==> src/hdl/owrs_pkg.sv <==
// ----------------------------------------------------------------------------
// owrs_pkg
// Types and constants for the 1-Wire ROM search decision engine.
// ----------------------------------------------------------------------------
package owrs_pkg;

   // Stream widths
   localparam int REQ_DATA_W = 8;
   localparam int REQ_USER_W = 2;
   localparam int RSP_DATA_W = 72;
   localparam int RSP_USER_W = 3;

   // Search geometry
   localparam int ROM_W      = 64;
   localparam int IDX_W      = 6;
   localparam int POS_W      = 7;
   localparam int FAM_W      = 4;

   localparam logic [POS_W-1:0] ROM_BITS_END = POS_W'(65);
   localparam logic [POS_W-1:0] FAMILY_LIMIT = POS_W'(9);
   localparam logic [POS_W-1:0] FIRST_POS    = POS_W'(1);

   // Request kinds carried on req_tuser
   typedef enum logic [REQ_USER_W-1:0] {
      CMD_CLEAR    = 2'd0,
      CMD_START    = 2'd1,
      CMD_BIT_PAIR = 2'd2
   } cmd_type;

   // Result kinds carried on rsp_tuser
   typedef enum logic [RSP_USER_W-1:0] {
      ST_IGNORED      = 3'd0,
      ST_STARTED      = 3'd1,
      ST_BIT_CHOSEN   = 3'd2,
      ST_DEVICE_FOUND = 3'd3,
      ST_NO_DEVICE    = 3'd4
   } status_type;

endpackage

==> src/hdl/one_wire_rom_search.sv <==
// ----------------------------------------------------------------------------
// one_wire_rom_search
// Decision engine for the 1-Wire ROM search: picks the direction bit for
// each id/complement pair and tracks discrepancies across search passes.
// ----------------------------------------------------------------------------
//  Channel | Dir | tuser          | tdata
//  req_    | in  | command        | presence_ok, true_bit, complement_bit
//  rsp_    | out | status         | write_valid, direction_bit, rom_value,
//          |     |                | last_device, family_discrepancy
//
//  Each request's result is registered into the output register at the
//  next edge; a new request is taken in the same cycle as the pending
//  result is taken, or whenever no result is pending.
//  Synchronous reset clears the search context and the ROM register.
//  A stalled result holds the request side; one result is buffered.
// ----------------------------------------------------------------------------
module one_wire_rom_search (
   input  logic                             clock,
   input  logic                             reset,
   input  logic                             req_tvalid,
   output logic                             req_tready,
   // [0] presence_ok, [1] true_bit, [2] complement_bit, [7:3] zero
   input  logic [owrs_pkg::REQ_DATA_W-1:0]  req_tdata,
   // [1:0] command
   input  logic [owrs_pkg::REQ_USER_W-1:0]  req_tuser,
   output logic                             rsp_tvalid,
   input  logic                             rsp_tready,
   // [0] write_valid, [1] direction_bit, [65:2] rom_value, [66] last_device,
   // [70:67] family_discrepancy, [71] zero
   output logic [owrs_pkg::RSP_DATA_W-1:0]  rsp_tdata,
   // [2:0] status
   output logic [owrs_pkg::RSP_USER_W-1:0]  rsp_tuser
);
   import owrs_pkg::*;

   // Search state
   logic [ROM_W-1:0] rom_ff,      rom_in;
   logic [POS_W-1:0] last_disc_ff, last_disc_in;
   logic [FAM_W-1:0] fam_disc_ff, fam_disc_in;
   logic             finished_ff, finished_in;
   logic [POS_W-1:0] bit_pos_ff,  bit_pos_in;
   logic [POS_W-1:0] zero_pos_ff, zero_pos_in;
   logic             searching_ff, searching_in;

   // Result register
   logic             rsp_valid_ff;
   status_type       status_ff,   status_in;
   logic             wr_valid_ff, wr_valid_in;
   logic             dir_ff,      dir_in;
   logic             last_dev_ff, last_dev_in;

   logic             req_fire;
   logic [IDX_W-1:0] bit_idx;
   logic [POS_W-1:0] next_pos;
   logic             presence;
   logic             id_bit;
   logic             cmp_bit;

   assign req_tready = !rsp_valid_ff || rsp_tready;
   assign req_fire   = req_tvalid && req_tready;

   assign presence = req_tdata[0];
   assign id_bit   = req_tdata[1];
   assign cmp_bit  = req_tdata[2];
   assign bit_idx  = IDX_W'(bit_pos_ff - FIRST_POS);
   assign next_pos = bit_pos_ff + FIRST_POS;

   // Decide the result and the next search state for one request
   always_comb begin
      rom_in       = rom_ff;
      last_disc_in = last_disc_ff;
      fam_disc_in  = fam_disc_ff;
      finished_in  = finished_ff;
      bit_pos_in   = bit_pos_ff;
      zero_pos_in  = zero_pos_ff;
      searching_in = searching_ff;
      status_in    = ST_IGNORED;
      wr_valid_in  = 1'b0;
      dir_in       = 1'b0;
      last_dev_in  = 1'b0;

      unique case (req_tuser)
         CMD_CLEAR: begin
            last_disc_in = '0;
            fam_disc_in  = '0;
            finished_in  = 1'b0;
            searching_in = 1'b0;
            bit_pos_in   = FIRST_POS;
            zero_pos_in  = '0;
            status_in    = ST_NO_DEVICE;
         end
         CMD_START: begin
            bit_pos_in   = FIRST_POS;
            zero_pos_in  = '0;
            if (finished_ff || !presence) begin
               last_disc_in = '0;
               fam_disc_in  = '0;
               finished_in  = 1'b0;
               searching_in = 1'b0;
               status_in    = ST_NO_DEVICE;
            end else begin
               searching_in = 1'b1;
               status_in    = ST_STARTED;
            end
         end
         CMD_BIT_PAIR: begin
            if (searching_ff) begin
               if (id_bit && cmp_bit) begin
                  // no device answered: drop the pass
                  last_disc_in = '0;
                  fam_disc_in  = '0;
                  finished_in  = 1'b0;
                  searching_in = 1'b0;
                  bit_pos_in   = FIRST_POS;
                  zero_pos_in  = '0;
                  status_in    = ST_NO_DEVICE;
               end else begin
                  // pick the direction: agreed bit, or follow the search tree
                  if (id_bit != cmp_bit) begin
                     dir_in = id_bit;
                  end else begin
                     if (bit_pos_ff < last_disc_ff) begin
                        dir_in = rom_ff[bit_idx];
                     end else begin
                        dir_in = (bit_pos_ff == last_disc_ff);
                     end
                     if (!dir_in) begin
                        zero_pos_in = bit_pos_ff;
                        if (bit_pos_ff < FAMILY_LIMIT) begin
                           fam_disc_in = bit_pos_ff[FAM_W-1:0];
                        end
                     end
                  end
                  rom_in[bit_idx] = dir_in;
                  wr_valid_in     = 1'b1;
                  bit_pos_in      = next_pos;
                  status_in       = ST_BIT_CHOSEN;

                  // close the pass after the last ROM bit
                  if (next_pos >= ROM_BITS_END) begin
                     last_disc_in = zero_pos_in;
                     finished_in  = (zero_pos_in == '0);
                     searching_in = 1'b0;
                     bit_pos_in   = FIRST_POS;
                     zero_pos_in  = '0;
                     if (rom_in[7:0] == 8'h00) begin
                        last_disc_in = '0;
                        fam_disc_in  = '0;
                        finished_in  = 1'b0;
                        status_in    = ST_NO_DEVICE;
                     end else begin
                        status_in    = ST_DEVICE_FOUND;
                        last_dev_in  = finished_in;
                     end
                  end
               end
            end
         end
         default: begin
            status_in = ST_IGNORED;
         end
      endcase
   end

   // Update search state on each request transfer
   always_ff @(posedge clock) begin
      if (reset) begin
         rom_ff       <= '0;
         last_disc_ff <= '0;
         fam_disc_ff  <= '0;
         finished_ff  <= 1'b0;
         bit_pos_ff   <= FIRST_POS;
         zero_pos_ff  <= '0;
         searching_ff <= 1'b0;
      end else if (req_fire) begin
         rom_ff       <= rom_in;
         last_disc_ff <= last_disc_in;
         fam_disc_ff  <= fam_disc_in;
         finished_ff  <= finished_in;
         bit_pos_ff   <= bit_pos_in;
         zero_pos_ff  <= zero_pos_in;
         searching_ff <= searching_in;
      end
   end

   // Hold the result until the consumer takes it
   always_ff @(posedge clock) begin
      if (reset) begin
         rsp_valid_ff <= 1'b0;
      end else if (req_fire) begin
         rsp_valid_ff <= 1'b1;
      end else if (rsp_tready) begin
         rsp_valid_ff <= 1'b0;
      end
   end

   always_ff @(posedge clock) begin
      if (req_fire) begin
         status_ff   <= status_in;
         wr_valid_ff <= wr_valid_in;
         dir_ff      <= dir_in;
         last_dev_ff <= last_dev_in;
      end
   end

   // The ROM and family discrepancy outputs show the state after the transfer
   assign rsp_tvalid = rsp_valid_ff;
   assign rsp_tuser  = status_ff;
   assign rsp_tdata  = {1'b0, fam_disc_ff, last_dev_ff, rom_ff, dir_ff, wr_valid_ff};

endmodule

==> config.mk <==
export PLATFORM = sky130hd
export DESIGN_NAME = one_wire_rom_search
export DESIGN_NICKNAME = d
export VERILOG_FILES = /design/src/hdl/owrs_pkg.sv /design/src/hdl/one_wire_rom_search.sv
export SDC_FILE = /design/constraint.sdc
export NUM_CORES = 1
export LEC_CHECK = 0
export ABC_AREA = 1
export BUFFER_PORTS_ARGS = -buffer_cell sky130_fd_sc_hd__clkbuf_2
export CAP_MARGIN = 5
export CELL_PAD_IN_SITES_DETAIL_PLACEMENT = 0
export CELL_PAD_IN_SITES_GLOBAL_PLACEMENT = 1
export CORE_MARGIN = 4
export CORE_UTILIZATION = 38
export DETAILED_ROUTE_END_ITERATION = 16
export PLACE_DENSITY = 0.78
export SLEW_MARGIN = 20
export SYNTH_ARGS = -nofsm -noshare
export SYNTH_HDL_FRONTEND = slang
export SYNTH_SLANG_ARGS = --single-unit
==> constraint.sdc <==
create_clock -name clock -period 4 [get_ports clock]
set_clock_uncertainty 0.1 [all_clocks]
set_input_delay 0.2 -clock clock [delete_from_list [all_inputs] [get_ports clock]]
set_output_delay 0.2 -clock clock [all_outputs]
set_load 0.05 [all_outputs]
==> results of run 1 <==
[kinds of logic (layout without fill, tap and decap cells)]
logic type | count (synthesis) | count (layout) | share of synthesized area
compound gates | 190 | 190 | 0.182
xor+xnor | 3 | 3 | 0.00477
fa+ha+maj | 15 | 15 | 0.0340
buf+inv | 129 | 197 | 0.103
flops | 98 | 98 | 0.367
other cells | 1 | 1 | 0.000680
simple gates | 412 | 412 | 0.309
[stage by stage]
stage | util | area [um^2] | power, mW | worst slack, ps
floorplan | - | 5510 | 1.19 | 933
global placement | 0.427 | 5990 | 1.24 | 682
detailed placement | 0.427 | 5990 | 1.24 | 676
CTS | 0.449 | 6310 | 2.17 | 638
global route | 0.449 | 6310 | 2.22 | 294
finish | 0.449 | 6310 | 2.15 | 668
[report_power, final]
part	leakage, nW	internal, mW	switching, mW
sequential	0.802	0.991	0.00275
combinational	1.86	0.0498	0.170
clock	0.154	0.539	0.401
total	2.82	1.58	0.574
[state kept, by name, indices dropped and copies added (netlist names)]
| name | count |
|---|---|
| rom_ff | 64 |
| last_disc_ff | 7 |
| rsp_tuser | 3 |
| bit_pos_ff | 7 |
| fam_disc_ff | 4 |
| wr_valid_ff | 1 |
| zero_pos_ff | 7 |
| dir_ff | 1 |
| finished_ff | 1 |
| searching_ff | 1 |
| last_dev_ff | 1 |
| rsp_tvalid | 1 |
[layout make-up]
type / instances / area [um^2]
timing repair buffer: 93 / 488
tap: 180 / 225
sequential: 98 / 2020
inverter: 88 / 333
multi-input combinational: 621 / 2920
fill: 1504 / 7730
clock inverter: 4 / 47.5
clock buffer: 12 / 268
[synthesized netlist by cell type]
master    instances  share of area
clkbuf_1         16          0.011
nand3_4           1         0.0032
nand4_2           1         0.0023
or2_0             1         0.0011
nor2_1          111          0.076
inv_1            82          0.056
inv_4             1         0.0011
ha_1             15          0.034
nand3_2           1         0.0018
nor2_2            1         0.0011
edfxtp_1          6          0.033
nand2_2           7         0.0079
a311oi_1          4         0.0064
nor3_2            1         0.0018
buf_2            13          0.012
buf_4             7         0.0095
conb_1            1        0.00068
nand2_1         235           0.16
a21oi_1         100          0.091
nand3b_1          1         0.0014
o21ai_0          73          0.066
o21bai_1          1         0.0014
nand4_1           4         0.0045
nor3_1            5         0.0045
o211ai_1          8          0.011
a21oi_2           1         0.0016
dfxtp_1          92           0.33
or2_2             6         0.0068
o31ai_1           2         0.0027
o211a_1           1         0.0018
inv_2             5         0.0034
nand3_1          34          0.031
xor2_1            3         0.0048
buf_6             5          0.010
nor2_4            3         0.0061
[worst max path at each step]
| stage | cells after the start | startpoint | endpoint |
|---|---|---|---|
| final | 20 | bit_pos_ff[0] | rsp_tuser[0] |
| after CTS | 20 | bit_pos_ff[0] | rsp_tuser[0] |
| after floorplan | 25 | bit_pos_ff[0] | rsp_tuser[0] |
| after global placement | 20 | bit_pos_ff[0] | rsp_tuser[0] |
| after detailed placement | 20 | bit_pos_ff[0] | rsp_tuser[0] |
| after global routing | 23 | bit_pos_ff[0] | rsp_tuser[0] |
[placed cells by master (no fill, tap or decap)]
cell,n
o31ai_1,2
clkinvlp_4,1
o21ai_0,73
clkbuf_16,10
or2_2,6
or2_0,1
inv_2,6
nor3_1,5
a21oi_1,100
nor2_1,111
nand3_4,1
inv_4,1
ha_1,15
nor2_2,1
inv_1,81
o211a_1,1
bufinv_16,1
a21oi_2,1
clkbuf_1,1
nand2_2,7
nor3_2,1
nand3b_1,1
nand3_1,34
clkbuf_8,1
nand4_2,1
o21bai_1,1
o211ai_1,8
a311oi_1,4
buf_4,9
conb_1,1
nor2_4,3
nand4_1,4
edfxtp_1,6
nand3_2,1
nand2_1,235
xor2_1,3
clkbuf_2,84
dfxtp_1,92
clkinv_2,2
[worst min-delay path: cells and delay by family]
| family | cells | cell delay, ps |
|---|---|---|
| AOI/OAI and AO/OA | 1 | 70 |
| buffers and inverters | 2 | 100 |
| and+or+nand+nor | 1 | 80 |
[layer usage]
layer,global-route usage,vias to the layer above
li1,-,2849
met1,0.267,2466
met2,0.337,142
met3,0.0490,16
met4,0.0549,0
met5,0,-
==> metrics.csv, run 1 <==
stage,metric,value,unit
outcome,run_status,completed,
layout,antenna_cells,0,
worst_setup_path,cp.arrival,3340,ps
clock_tree,cts.sinks,98,
worst_setup_path,r2r_end,rsp_tuser[0],
timing,worst_pin_slew,966,ps
clock_tree,cts-root-buf,clkbuf_16,
detailed_routing,avgRoutedWirePerCell,14.8,um
detailed_routing,drc,0,
clock_tree,cts_resized,0,
worst_setup_path,critical_path_class,reg -> reg,
place,portBuffers,84,
detailed_routing,antenna_left,0,
min_path,hold_end,rsp_tvalid,
global_route,grt_max_degree,61,
global_route,antenna_found_initial,0,
worst_setup_path,reg2reg_setup_slack,670,ps
timing,fin_tns_setup,0,ps
synthesis,postSynthCellCount,848,
floorplan,core,0.0140,mm^2
worst_setup_path,critPathMostFrequentCell,nand2_1,
synthesis,avgSynthCellArea,6.50,um^2
min_path,hold_path.class,in -> reg,
layout,nNetsFinal,940,
worst_setup_path,cp_top_family,simple AND/OR/NAND/NOR gates,
detailed_routing,first_iter_violations,339,
worst_setup_path,cp_cell_sequence,inv_4 > ha_1 > inv_2 > a21oi_1 > o21ai_0 > nand2_1 > nand2_1 > nand2_1 > nor2_1 > nand2_1 > nand2_1 > nand2_2 > nand2_2 > nand2_1 > nand2_1 > nand2_1 > nor2_4 > nand2_2 > nand3_2 > a21oi_1,
worst_setup_path,end_kind,flop,
worst_setup_path,rr_worst_depth,20,
synthesis,synth_cell_type_count,35,
synthesis,ys_warn_count,0,
floorplan,start_util,0.393,
worst_setup_path,reg2reg_from,bit_pos_ff[0],
pwr,powerDensity,341,mW/mm^2
timing,fmax,300,MHz
global_route,overflow,0,
detailed_routing,vias_per_cell,4.99,
synthesis,synth_seq_cells,98,
timing,maxSlewHeadroom,0.355,
floorplan,ios,91,
clock_tree,clock_path_buffers,2,
global_route,grt_pass1_wl,26800,um
floorplan,chipHeight,128,um
layout,drive_gt1_frac,0.150,
floorplan,num_rows,43,
detailed_routing,wl_met3,860,um
global_route,grt_pass1_vias,5182,
detailed_routing,wl,16300,um
worst_setup_path,cp_slowest_stage_delay,370,ps
detailed_routing,vias,5473,
detailed_routing,drt_pass1_iterations,5,
clock_tree,cts_tree,yes,
timing,holdWs,47.2,ps
clock_tree,clk_latency,360,ps
worst_setup_path,crit_path_start_kind,flop,
timing,rsz0062_at_grt,false,
clock_tree,clkTransAtPathRegs,70,ps
timing,finalSetupViolCount,0,
place,place_inst,1080,
clock_tree,h-tree-depth,3,
worst_setup_path,cp.buffers_inverters,2,
floorplan,die-area,0.0165,mm^2
detailed_routing,routedLengthMet1,7720,um
floorplan,die_w,128,um
synthesis,synth_seq_area_share,0.367,
timing,hold_violations,0,
min_path,hold_depth,4,
layout,final_cells,1096,
clock_tree,cts_inserted_buffers,9,
worst_setup_path,cp_data_required_time,4010,ps
timing,slew_viol_final,0,
worst_setup_path,cp_max_fo,22,
place,hpwlAfterDp,11000,um
pwr,leakagePower,2.82,nW
job,cap_violations,0,
clock_tree,ctsHoldBuffers,0,
synthesis,syn_area,0.00551,mm^2
place,place_congestion,0.820,
detailed_routing,wl_met2,7410,um
timing,finalCriticalPeriod,3330,ps
layout,areaGrowthSynthToFinish,14.4,%
min_path,hold_start,rsp_tready,
worst_setup_path,slowest_stage,dfxtp_1,
global_route,grt_use_total,0.204,
pwr,peakVddDrop,0.263,mV
synthesis,synth.net_count,877,
timing,finalCritPeriodShare,0.833,
detailed_routing,top_layer_used,met4,
clock_tree,post-cts-setup-buffer-count,0,
(Power assumes the default switching activity.)
==> run 2: changes to the inputs <==
- CORE_UTILIZATION: 38 -> 36
- clock period: 4 -> 2.8 ns (I/O delays scaled with it)
==> run 2 against run 1 <==
Sequential share of layout area shrank 1.5 points. First-iteration DRC count rose by 12%. Count of clock-buffer cells in the layout fell by 2. Fmax rose by 20%. Wire length up 1.6%. Final cell count increased by 4.0%. Clock power is 22% higher. Highest routed layer unchanged.
==> metrics.csv, run 2 (same netlist as run 1, synthesis figures left out) <==
stage,metric,value,unit
worst_setup_path,reg2reg_setup_slack,20,ps
worst_setup_path,worstSetupStartpoint,bit_pos_ff[1],
min_path,hold_path.class,in -> reg,
clock_tree,cts_tree,yes,
timing,maxSlewHeadroom,0.422,
layout,drive_gt1_frac,0.191,
place,place_inst,1122,
place,place_congestion,0.860,
detailed_routing,wl,16500,um
floorplan,ios,91,
layout,areaGrowthSynthToFinish,20.3,%
worst_setup_path,rr_worst_depth,20,
pwr,p_int,2.12,mW
detailed_routing,vias,5528,
worst_setup_path,cp_data_required_time,2800,ps
layout,largest_reg_flops,64,
job,cap_violations,0,
outcome,run_status,completed,
timing,fin_tns_setup,0,ps
clock_tree,clock_path_buffers,2,
detailed_routing,antenna_left,0,
pwr,seq_power_share,0.484,
detailed_routing,drc,0,
pwr,p_sw,812,uW
min_path,hold_start,req_tvalid,
worst_setup_path,crit_path_start_kind,flop,
clock_tree,clk_latency,360,ps
global_route,grt_pass1_vias,5213,
pwr,powerDensity,442,mW/mm^2
global_route,grt_pass1_wl,27400,um
timing,slew_viol_final,0,
worst_setup_path,cp_max_fo,10,
floorplan,chipHeight,132,um
pwr,combPwrFrac,0.123,
timing,finalSetupViolCount,0,
pwr,p_sw_frac,0.277,
detailed_routing,drt_pass1_iterations,5,
worst_setup_path,cp.arrival,2780,ps
timing,hold_violations,0,
global_route,overflow,0,
place,hpwlAfterDp,11900,um
worst_setup_path,end_kind,flop,
clock_tree,cts-root-buf,clkbuf_16,
timing,worst_pin_slew,866,ps
floorplan,die-area,0.0174,mm^2
clock_tree,h-tree-depth,3,
pwr,pwr-share-clk,0.393,
place,portBuffers,84,
timing,rsz0062_at_grt,true,
place,place_area,0.00631,mm^2
worst_setup_path,crit_path_end,rsp_tuser[0],
layout,antenna_cells,0,
worst_setup_path,r2r_end,rsp_tuser[0],
timing,finalCriticalPeriod,2780,ps
pwr,peakVddDrop,0.417,mV
floorplan,start_util,0.374,
pwr,power,2.93,mW
layout,final_area,0.00663,mm^2
worst_setup_path,reg2reg_from,bit_pos_ff[1],
layout,fillers,1594,
clock_tree,cts_inserted_buffers,9,
place,pre_cts_slack,-72.7,ps
floorplan,die_w,132,um
global_route,antenna_found_initial,0,
global_route,grt_use_total,0.193,
pwr,leakagePower,3.00,nW
worst_setup_path,critical_path_class,reg -> reg,
detailed_routing,first_iter_violations,381,
layout,top_register,rom_ff,
layout,final_common_cell,nand2_1,
layout,final_cell_mix,"nand2_1 (232), nor2_1 (111), a21oi_1 (100), dfxtp_1 (90), clkbuf_2 (84)",
detailed_routing,vias_per_cell,4.85,
layout,final_cells,1140,
timing,setup_ws,19.1,ps
global_route,grt_max_degree,57,
timing,fmax,360,MHz
timing,finalCritPeriodShare,0.993,
floorplan,num_rows,44,
clock_tree,clkTransAtPathRegs,70,ps
detailed_routing,avgRoutedWirePerCell,14.5,um
layout,nNetsFinal,981,
clock_tree,cts.sinks,98,
floorplan,core,0.0148,mm^2
## run 2: how the worst min path moves through the flow
stage,slack (ps),to,cells after the start
2_1_floorplan,290,rsp_tvalid,2
3_3_place_gp,350,rsp_tvalid,4
3_5_place_dp,360,zero_pos_ff[1],2
4_1_cts,50,rsp_tvalid,3
5_1_grt,120,rsp_tvalid,3
6_report,70,rsp_tvalid,3
## run 2: metrics by stage
step                 util  hold WS (ps)
detailed placement  0.428           360
global route        0.449           124
CTS                 0.448          54.5
global placement    0.428           353
floorplan               -           290
finish              0.449          66.9
## run 2: layout make-up
type	instances	area, um^2	share of cell area
tap	184	230	0.0347
timing repair buffer	134	813	0.123
multi-input combinational	621	2960	0.447
inverter	88	340	0.0513
clock buffer	10	229	0.0345
clock inverter	5	31.3	0.00472
sequential	98	2020	0.305
## run 2: repair_timing
action,4_1_cts,5_1_grt
setup endpoints to repair,9,76
hold buffers,1,0
pin swaps,2,3
resized for setup,6,12
hold endpoints to repair,1,0
setup buffers,2,0
## run 2: power groups by stage
stage	Clock, mW	Combinational [mW]	Sequential [mW]
final	1.15	0.360	1.42
after global routing	1.23	0.397	1.42
after CTS	1.19	0.356	1.42
after detailed placement	0	0.347	1.45
after floorplan	0	0.236	1.47
after global placement	0	0.347	1.45
## run 2: worst max-delay path: stages, from the launching register on
cell	delay, ps
dfxtp_1	330
inv_1	70
ha_4	370
buf_6	150
a21oi_1	40
o21ai_0	160
nand2_1	70
nand2_1	50
nand2_1	60
nor2_1	100
nand2_1	80
nand2_1	70
nand2_2	70
nand2_4	120
nand2_1	70
nand2_1	80
nand2_1	80
nor2_4	180
nand2_4	120
nand3_2	90
a21oi_1	70
## run 2: metal layers
layer  global-route usage  vias up  part of all wire  wire length, um
met1                0.271     2453              0.49             8110
met5                    0        -                 0                0
met2                0.301      122              0.45             7400
li1                     -     2943                 -                -
met3               0.0458       10             0.049              814
met4               0.0426        0             0.011              179
